[src/rtl/core/scr_pkg.sv]
// Shared constants, types and helpers of the screen cell style rectangle engine.
package scr_pkg;

   // Grid geometry and style width
   localparam int MAX_ROWS   = 64;
   localparam int MAX_COLS   = 256;
   localparam int STYLE_BITS = 32;
   localparam int CELLS      = MAX_ROWS * MAX_COLS;

   localparam int ROW_W  = $clog2(MAX_ROWS);
   localparam int COL_W  = $clog2(MAX_COLS);
   localparam int ADDR_W = ROW_W + COL_W;
   localparam int RCNT_W = 7;   // rows_in_use register width
   localparam int CCNT_W = 9;   // cols_in_use register width
   localparam int CFG_W  = 9;   // widest register
   localparam int FLD_W  = 11;  // coordinate field width
   localparam int CRD_W  = 13;  // internal signed coordinate width
   localparam int OP_W   = 3;
   localparam int KIND_W = 3;
   localparam int STATE_W = 4;
   localparam int QDEPTH = 2;
   localparam int QPTR_W = 1;
   localparam int QCNT_W = 2;
   localparam int REQ_DATA_W = 120;
   localparam int REQ_USER_W = 4;
   localparam int RSP_DATA_W = 32;
   localparam int RSP_USER_W = 2;

   localparam logic [RCNT_W-1:0] ROWS_RESET = RCNT_W'(24);
   localparam logic [CCNT_W-1:0] COLS_RESET = CCNT_W'(80);

   // Register indexes
   localparam logic CSR_ROWS = 1'b0;
   localparam logic CSR_COLS = 1'b1;

   // Operation codes on the request side
   localparam logic [OP_W-1:0] OP_CLEAR      = 3'd0;
   localparam logic [OP_W-1:0] OP_FILL_RANGE = 3'd1;
   localparam logic [OP_W-1:0] OP_FILL_ROWS  = 3'd2;
   localparam logic [OP_W-1:0] OP_MOVE       = 3'd3;
   localparam logic [OP_W-1:0] OP_READ       = 3'd4;

   // Command kinds handed from front to back
   localparam logic [KIND_W-1:0] K_NOP   = 3'd0;
   localparam logic [KIND_W-1:0] K_CLEAR = 3'd1;
   localparam logic [KIND_W-1:0] K_FILL  = 3'd2;
   localparam logic [KIND_W-1:0] K_MOVE  = 3'd3;
   localparam logic [KIND_W-1:0] K_READ  = 3'd4;

   typedef logic signed [CRD_W-1:0] crd_type;

   // One classified command
   typedef struct packed {
      logic [KIND_W-1:0]     kind;
      logic                  cell_valid;
      logic [STYLE_BITS-1:0] style;
      logic [ROW_W-1:0]      r_lo;
      logic [ROW_W-1:0]      r_hi;
      logic [COL_W-1:0]      c_lo;
      logic [COL_W-1:0]      c_hi;
      logic                  row_ok;
      logic                  col_ok;
      logic                  copy_en;
      logic                  row_desc;
      logic                  col_desc;
      crd_type               dy;
      crd_type               dx;
      logic                  er_en;
      logic [ROW_W-1:0]      er_rlo;
      logic [ROW_W-1:0]      er_rhi;
      logic [COL_W-1:0]      er_clo;
      logic [COL_W-1:0]      er_chi;
      crd_type               dsr;
      crd_type               der;
      crd_type               dsc;
      crd_type               dec;
   } cmd_type;

   // Back-end status seen by the top level
   typedef struct packed {
      logic blk;    // clear pass after reset or register write
   } stat_type;

   function automatic crd_type sx(input logic [FLD_W-1:0] v);
      return crd_type'({{(CRD_W-FLD_W){v[FLD_W-1]}}, v});
   endfunction

   function automatic crd_type smin(input crd_type a, input crd_type b);
      return (a < b) ? a : b;
   endfunction

   function automatic crd_type smax(input crd_type a, input crd_type b);
      return (a > b) ? a : b;
   endfunction

endpackage

[src/rtl/core/scr_front.sv]
// Front end: accepts request words, clips them to the screen and queues commands.
module scr_front (
   input  logic                              clock,
   input  logic                              reset,
   input  logic                              req_tvalid,
   output logic                              req_tready,
   // style, dst_start_row, dst_end_row, dst_start_col, dst_end_col,
   // src_start_row, src_end_row, src_start_col, src_end_col
   input  logic [scr_pkg::REQ_DATA_W-1:0]    req_tdata,
   // operation, style_is_default
   input  logic [scr_pkg::REQ_USER_W-1:0]    req_tuser,
   input  logic [scr_pkg::RCNT_W-1:0]        rows,
   input  logic [scr_pkg::CCNT_W-1:0]        cols,
   input  logic                              blk,
   output scr_pkg::cmd_type                  cmd,
   output logic                              cmd_valid,
   input  logic                              cmd_pop
);
   import scr_pkg::*;

   logic [OP_W-1:0] op;
   crd_type dsr, der, dsc, dec, ssr, ser, ssc, sec;
   crd_type rows_s, cols_s, rmax, cmax;
   crd_type fa, fb, ra, rb, h, w, cr_lo, cr_hi, cc_lo, cc_hi;
   crd_type er_rlo, er_rhi, er_clo, er_chi, dy, dx;
   logic fr_ok, fw_ok, mv_ok, row_ok, col_ok;
   cmd_type cls;

   cmd_type q_ff [QDEPTH];
   logic [QPTR_W-1:0] wp_ff, wp_in, rp_ff, rp_in;
   logic [QCNT_W-1:0] cnt_ff, cnt_in;
   logic push;

   // Field unpacking
   assign op  = req_tuser[OP_W-1:0];
   assign dsr = sx(req_tdata[42:32]);
   assign der = sx(req_tdata[53:43]);
   assign dsc = sx(req_tdata[64:54]);
   assign dec = sx(req_tdata[75:65]);
   assign ssr = sx(req_tdata[86:76]);
   assign ser = sx(req_tdata[97:87]);
   assign ssc = sx(req_tdata[108:98]);
   assign sec = sx(req_tdata[119:109]);

   assign rows_s = crd_type'({{(CRD_W-RCNT_W){1'b0}}, rows});
   assign cols_s = crd_type'({{(CRD_W-CCNT_W){1'b0}}, cols});
   assign rmax   = rows_s - crd_type'(1);
   assign cmax   = cols_s - crd_type'(1);

   // Clipping of fills, moves and reads
   always_comb begin
      fa = smax(dsc, '0);
      fb = smin(dec, cmax);
      fr_ok = (cols != '0) && (dsr >= 0) && (dsr < rows_s) && (dec >= 0) &&
              (dsc < cols_s) && (fa <= fb);
      ra = smax(dsr, '0);
      rb = smin(der, rmax);
      fw_ok = (rows != '0) && (cols != '0) && (der >= 0) && (dsr < rows_s) && (ra <= rb);

      h = smin(der - dsr, ser - ssr);
      w = smin(dec - dsc, sec - ssc);
      mv_ok = (h > 0) && (w > 0);
      cr_lo = smax(dsr, '0);
      cr_hi = smin(dsr + h - crd_type'(1), rmax);
      cc_lo = smax(dsc, '0);
      cc_hi = smin(dsc + w - crd_type'(1), cmax);
      er_rlo = smax(ssr, '0);
      er_rhi = smin(ser - crd_type'(1), rmax);
      er_clo = smax(ssc, '0);
      er_chi = smin(sec - crd_type'(1), cmax);
      dy = dsr - ssr;
      dx = dsc - ssc;

      row_ok = (dsr >= 0) && (dsr < rows_s);
      col_ok = (dsc >= 0) && (dsc < cols_s);

      cls = '0;
      cls.cell_valid = ~req_tuser[OP_W];
      cls.style = req_tdata[STYLE_BITS-1:0];
      cls.dsr = dsr;
      cls.der = der;
      cls.dsc = dsc;
      cls.dec = dec;
      cls.dy = dy;
      cls.dx = dx;
      cls.row_desc = (dy > 0);
      cls.col_desc = (dx > 0);
      unique case (op)
         OP_CLEAR: begin
            cls.kind = K_CLEAR;
         end
         OP_FILL_RANGE: begin
            cls.kind = fr_ok ? K_FILL : K_NOP;
            cls.r_lo = dsr[ROW_W-1:0];
            cls.r_hi = dsr[ROW_W-1:0];
            cls.c_lo = fa[COL_W-1:0];
            cls.c_hi = fb[COL_W-1:0];
         end
         OP_FILL_ROWS: begin
            cls.kind = fw_ok ? K_FILL : K_NOP;
            cls.r_lo = ra[ROW_W-1:0];
            cls.r_hi = rb[ROW_W-1:0];
            cls.c_lo = '0;
            cls.c_hi = cmax[COL_W-1:0];
         end
         OP_MOVE: begin
            cls.kind = mv_ok ? K_MOVE : K_NOP;
            cls.copy_en = mv_ok && (cr_lo <= cr_hi) && (cc_lo <= cc_hi);
            cls.r_lo = cr_lo[ROW_W-1:0];
            cls.r_hi = cr_hi[ROW_W-1:0];
            cls.c_lo = cc_lo[COL_W-1:0];
            cls.c_hi = cc_hi[COL_W-1:0];
            cls.er_en = mv_ok && (er_rlo <= er_rhi) && (er_clo <= er_chi);
            cls.er_rlo = er_rlo[ROW_W-1:0];
            cls.er_rhi = er_rhi[ROW_W-1:0];
            cls.er_clo = er_clo[COL_W-1:0];
            cls.er_chi = er_chi[COL_W-1:0];
         end
         OP_READ: begin
            cls.kind = K_READ;
            cls.row_ok = row_ok;
            cls.col_ok = col_ok;
            cls.r_lo = dsr[ROW_W-1:0];
            cls.c_lo = dsc[COL_W-1:0];
         end
         default: begin
            cls.kind = K_NOP;
         end
      endcase
   end

   // Command queue
   assign req_tready = (cnt_ff != QCNT_W'(QDEPTH)) && !blk;
   assign push      = req_tvalid && req_tready;
   assign cmd_valid = (cnt_ff != '0);
   assign cmd       = q_ff[rp_ff];

   always_comb begin
      wp_in  = push ? wp_ff + QPTR_W'(1) : wp_ff;
      rp_in  = cmd_pop ? rp_ff + QPTR_W'(1) : rp_ff;
      cnt_in = cnt_ff + QCNT_W'(push) - QCNT_W'(cmd_pop);
   end

   always_ff @(posedge clock) begin
      if (reset) begin
         wp_ff  <= '0;
         rp_ff  <= '0;
         cnt_ff <= '0;
      end else begin
         wp_ff  <= wp_in;
         rp_ff  <= rp_in;
         cnt_ff <= cnt_in;
      end
   end

   always_ff @(posedge clock) begin
      if (push) begin
         q_ff[wp_ff] <= cls;
      end
   end

endmodule

[config.mk]
export PLATFORM = sky130hd
export DESIGN_NAME = scr_front
export DESIGN_NICKNAME = d
export VERILOG_FILES = /design/src/rtl/core/scr_pkg.sv /design/src/rtl/core/scr_front.sv
export SDC_FILE = /design/constraint.sdc
export NUM_CORES = 1
export LEC_CHECK = 0
export ABC_AREA = 1
export CAP_MARGIN = 10
export CORE_MARGIN = 2
export CORE_UTILIZATION = 55
export DETAILED_ROUTE_END_ITERATION = 8
export DONT_BUFFER_PORTS = 1
export PLACE_DENSITY = 0.7
export SKIP_LAST_GASP = 1
export SLEW_MARGIN = 10
export SYNTH_ARGS = -nofsm -noshare
export SYNTH_HDL_FRONTEND = slang
export SYNTH_SLANG_ARGS = --single-unit
[constraint.sdc]
create_clock -name clock -period 9 [get_ports clock]
set_input_delay 0.45 -clock clock [delete_from_list [all_inputs] [get_ports clock]]
set_output_delay 0.45 -clock clock [all_outputs]
set_load 0.02 [all_outputs]
==> results.md <==
- TritonCTS created 37 clock buffers.
- The capture endpoint of the worst hold path is q_ff[0][172]$_DFFE_PP_.
- The number of antenna violations at the first check in global routing is 0.
- The via count of the first global-routing pass is 17000.
- Before CTS, the worst setup slack after placement is 0.188 ns.
- The number of antenna-violating nets in the routed design is 0.
- The number of warnings reported in the yosys synthesis log is 0.
- The analysis attributes to cell leakage a power of 11.0 nW.
- On the final layout, the worst clock skew is 0.0228 ns.
- At the pin with the least slew margin, the transition time is 1.20 ns.
- The final critical path takes up 89.7% of the cycle.
- The utilization after layout is 61.8%.
- The all-layer global routing usage is 29.7%.
- For flop-to-flop paths, the worst setup slack is 6.41 ns.
- Max-cap violations in this run came to 0.
- Once the floorplan was initialized, standard cells occupied 55.4% of the core.
- Total power for the finished layout comes to 6.84 mW.
- The worst register-to-register path begins at cnt_ff[0]$_SDFF_PP0_.
- The combined area of the multi-input logic cells is 0.0117 mm².
- The maximum vdd drop is 225 µV.
- The number of buffers inserted by port buffering is 0.
- Counting I/O delays and the setup requirement, the final critical path takes 8.08 ns.
- The start-to-end type of the worst setup path is primary input to register.
- The clock transition time at the flip-flop clock pins of the worst setup and hold paths is 0.06 ns.
- The synthesized-area fraction occupied by and/or/nand/nor cells is 13.9%.
- The region available for standard cell placement spans 0.0417 mm².
- Buffers added to address setup during post-CTS repair amount to 0.
- After routing, the total negative slack on setup checks comes to 0 ns.
- The fraction of synthesis flops using an asynchronous set or reset pin is 0%.
- In this run the tightest slew margin relative to its limit is 19.6%.
- The sequential cells in the finished layout cover a total of 0.0101 mm².
- The met1 track demand over resource in global routing is 40.2%.
- Timing would allow up to 0.124 GHz.
- The number of antenna cells inserted is 0.
- The final design instance area without fill is 0.0257 mm².
- The total of endpoints with negative setup slack in the final report is 0.
- The floorplan step defined a die boundary enclosing 0.0437 mm².
- The max-slew violation count is 0.
- After Yosys synthesis, full adders, half adders and majority gates account for 16.6% of the synthesized area.
- In the final routed layout, each cell accounts on average for 22.1 µm.
- The top-level port count is 323.
- Summed over all nets, the half-perimeter wirelength after detailed placement is 49500 µm.
- The library cell appearing most often on the critical path is nand2_1.
- The mean post-synth cell area is 9.99 µm².
- The run finished with clean final reports.
- Entering global routing, the biggest net connects 168 pins.
- The number of nets at the end of the flow is 2857.
- The worst hold slack is 0.0629 ns.
- CTS saw 337 sinks.
- The dominant combinational cell family by area after synthesis is adder cells.
- The reg-to-reg critical path endpoint is q_ff[0][130]$_DFFE_PP_.
- TritonCTS built the clock tree.
- The worst-case clock buffer depth is 3.
- The share of the Yosys chip area taken by registers is 43.6%.
- The category of the worst setup path launch point is a primary input.
- Setup repair after global routing left no endpoint under its margin.
- The share of final-layout standard cells stronger than drive strength 1 is 12.1%.
- After global routing the overflow that remains totals 0.
- At the worst endpoint, the arrival time is 8.50 ns.
- The synthesized netlist devotes 7.98% of its cell area to compound gates.
- In this run the power density over the cells is 266 mW/mm².
- After synthesis, the share of cell area in mux cells is 8.09%.
- For this run, global-route usage on met2 was measured as 48.6%.
- The largest stage delay on the critical path is 0.42 ns.
- Among all stages on the critical path, the largest delay is contributed by fa_1.
- Along the worst hold path, the cell count comes to 1.
- The min-delay analysis places its worst path in the category primary input to register.
- The source of the critical timing path is req_tdata[102].
- The number of placed instances, taps included, is 2834.
- The detailed router finished its first iteration with 1369 violations.
- The cell area after technology mapping is 0.0231 mm².
- The total of fill cells in the finished design is 3429.
- The cell at the root of the clock tree is clkbuf_16.
- The number of flops mapped to enable cells by yosys is 332.
- From synthesis to final layout, the design area changed by 11.4%.
- The startpoint identified for the worst hold timing path is req_tuser[3].
- After detailed routing, the number of vias per cell comes to 5.86.
- The die is 209 µm tall.
- The placement row count is 75.
- After the flow finishes, the layout carries non-filler instances totaling 2973.
- Summing over every cut layer, the via total after detailed routing is 17400.
- The count of final hold-check violations is 0.
- In this run the number of H-tree levels came out at 2.
- Wires add up to 65700 µm.
- The last weighted congestion value of the routability-driven placer is 0.956.
- The largest fanout on the critical path is 17.
- The first-pass iteration count of the detailed router is 7.
- After Yosys synthesis, XOR and XNOR cells account for 3.94% of the synthesized area.
- After detailed placement, the total cell area comes to 0.0238 mm².
- Global routing used 5.71% of the available met3 tracks.
- The floorplan step set the die width to 209 µm.
- In the post-route analysis, the smallest setup slack over all paths is 0.923 ns.
- The first-pass GRT wire length is 99300 µm.
- On the critical path the largest part of the delay comes from compound AO/OA/AOI/OAI gates.
- The length in cells of the worst reg-to-reg path is 5.
- The unique cell type count in the Yosys netlist is 56.
- The number of buffers and inverters on the critical path is 4.
- The number of standard cells after synthesis is 2312.
- The synthesized flop and latch total is 337.
- The global routing stage identified its most utilized layer as met2.
- At the later pin of the worst-skew pair, clock insertion delay measures 0.58 ns.
- For this run, design rule violations remaining after detail routing come to 0.
- The most used flip-flop cell after synthesis is edfxtp_1.
- STA classifies the critical path endpoint as a register.
- The data required time of the worst path is 9.43 ns.
==> synthesized netlist by cell type, types with 8 or more instances <==
cell / instances / share of area, %
nand2_1: 344 / 5.6
edfxtp_1: 332 / 43
inv_1: 297 / 4.8
ha_1: 293 / 16
mux2_2: 166 / 8.1
nor2_1: 154 / 2.5
a21oi_1: 136 / 2.9
o21ai_0: 124 / 2.7
nand3_1: 87 / 1.9
xor2_1: 72 / 2.7
nor3_1: 41 / 0.89
xnor2_1: 32 / 1.2
nand4_1: 31 / 0.84
clkbuf_1: 29 / 0.47
o21bai_1: 16 / 0.52
or2_2: 16 / 0.43
nand2_2: 15 / 0.41
buf_4: 11 / 0.36
nor4_1: 11 / 0.30
fa_1: 8 / 0.69
o211ai_1: 8 / 0.26
==> registers in the layout (all words and copies together), names as in the netlist, named ones only <==
| signal | count |
|---|---|
| rp_ff | 1 |
| wp_ff | 1 |
| q_ff | 332 |
| cnt_ff | 2 |
==> power breakdown <==
group          total (mW)  switching (mW)  internal [mW]
sequential           1.86          0.0237           1.83
combinational        3.48            2.20           1.28
clock                1.50           0.629          0.875
==> routing by layer <==
metal / part of all wire, % / wire length (µm) / vias to the layer above
met2: 46 / 30300 / 730
met5: 0 / 0 / -
met1: 44 / 28600 / 8285
met3: 7.6 / 5020 / 126
li1: - / - / 8275
met4: 2.8 / 1820 / 0
==> cells in the final DEF, fill, tap and decap left out, drive strengths merged, types with 3 or more instances in the layout <==
master,instances
fa,8
o221ai,7
o2111ai,3
nor3b,3
inv,299
nand3b,5
nand4,31
conb,12
nand2,363
a22oi,4
ha,293
a31oi,7
nor2,157
clkbuf,41
a21boi,3
a21oi,138
or2,16
buf,20
o21bai,16
dlygate4sd3,77
o21ai,124
xor2,72
o211ai,8
clkinv,18
nor3,41
o311ai,3
xnor2,32
bufinv,4
edfxtp,332
a21o,7
nor4,11
mux2,166
nand3,94
dfxtp,5
==> worst max-delay path by stage <==
stage / endpoint / cells after the start
floorplan: q_ff[1][0]$_DFFE_PP_ / 3
global placement: q_ff[0][109]$_DFFE_PP_ / 54
detailed placement: q_ff[0][109]$_DFFE_PP_ / 54
CTS: q_ff[0][109]$_DFFE_PP_ / 54
global route: q_ff[0][109]$_DFFE_PP_ / 55
finish: q_ff[0][109]$_DFFE_PP_ / 56
==> cell type report <==
type | instances | share of cell area, %
Clock buffer | 41 | 3.66
Clock inverter | 21 | 0.996
Inverter | 300 | 4.37
Multi-Input combinational cell | 1638 | 45.5
Sequential cell | 337 | 39.1
Tap cell | 539 | 2.62
Timing Repair Buffer | 97 | 3.67
==> kinds of logic (layout without fill, tap and decap cells) <==
kind of cell / after synthesis / in the layout
AO/OA/AOI/OAI: 329 / 329
XOR/XNOR: 104 / 104
adder cells (fa/ha/maj): 301 / 301
buffers and inverters: 348 / 459
flip-flops: 337 / 337
multiplexers: 166 / 166
other: 1 / 12
AND/OR/NAND/NOR: 726 / 726
==> timing repair <==
| action | 4_1_cts | 5_1_grt |
|---|---|---|
| endpoints found under the hold margin | 157 | 0 |
| resized for setup | 0 | 2 |
| hold buffers | 77 | 0 |
| setup endpoints to repair | 0 | 2 |
(Power assumes the default switching activity.)
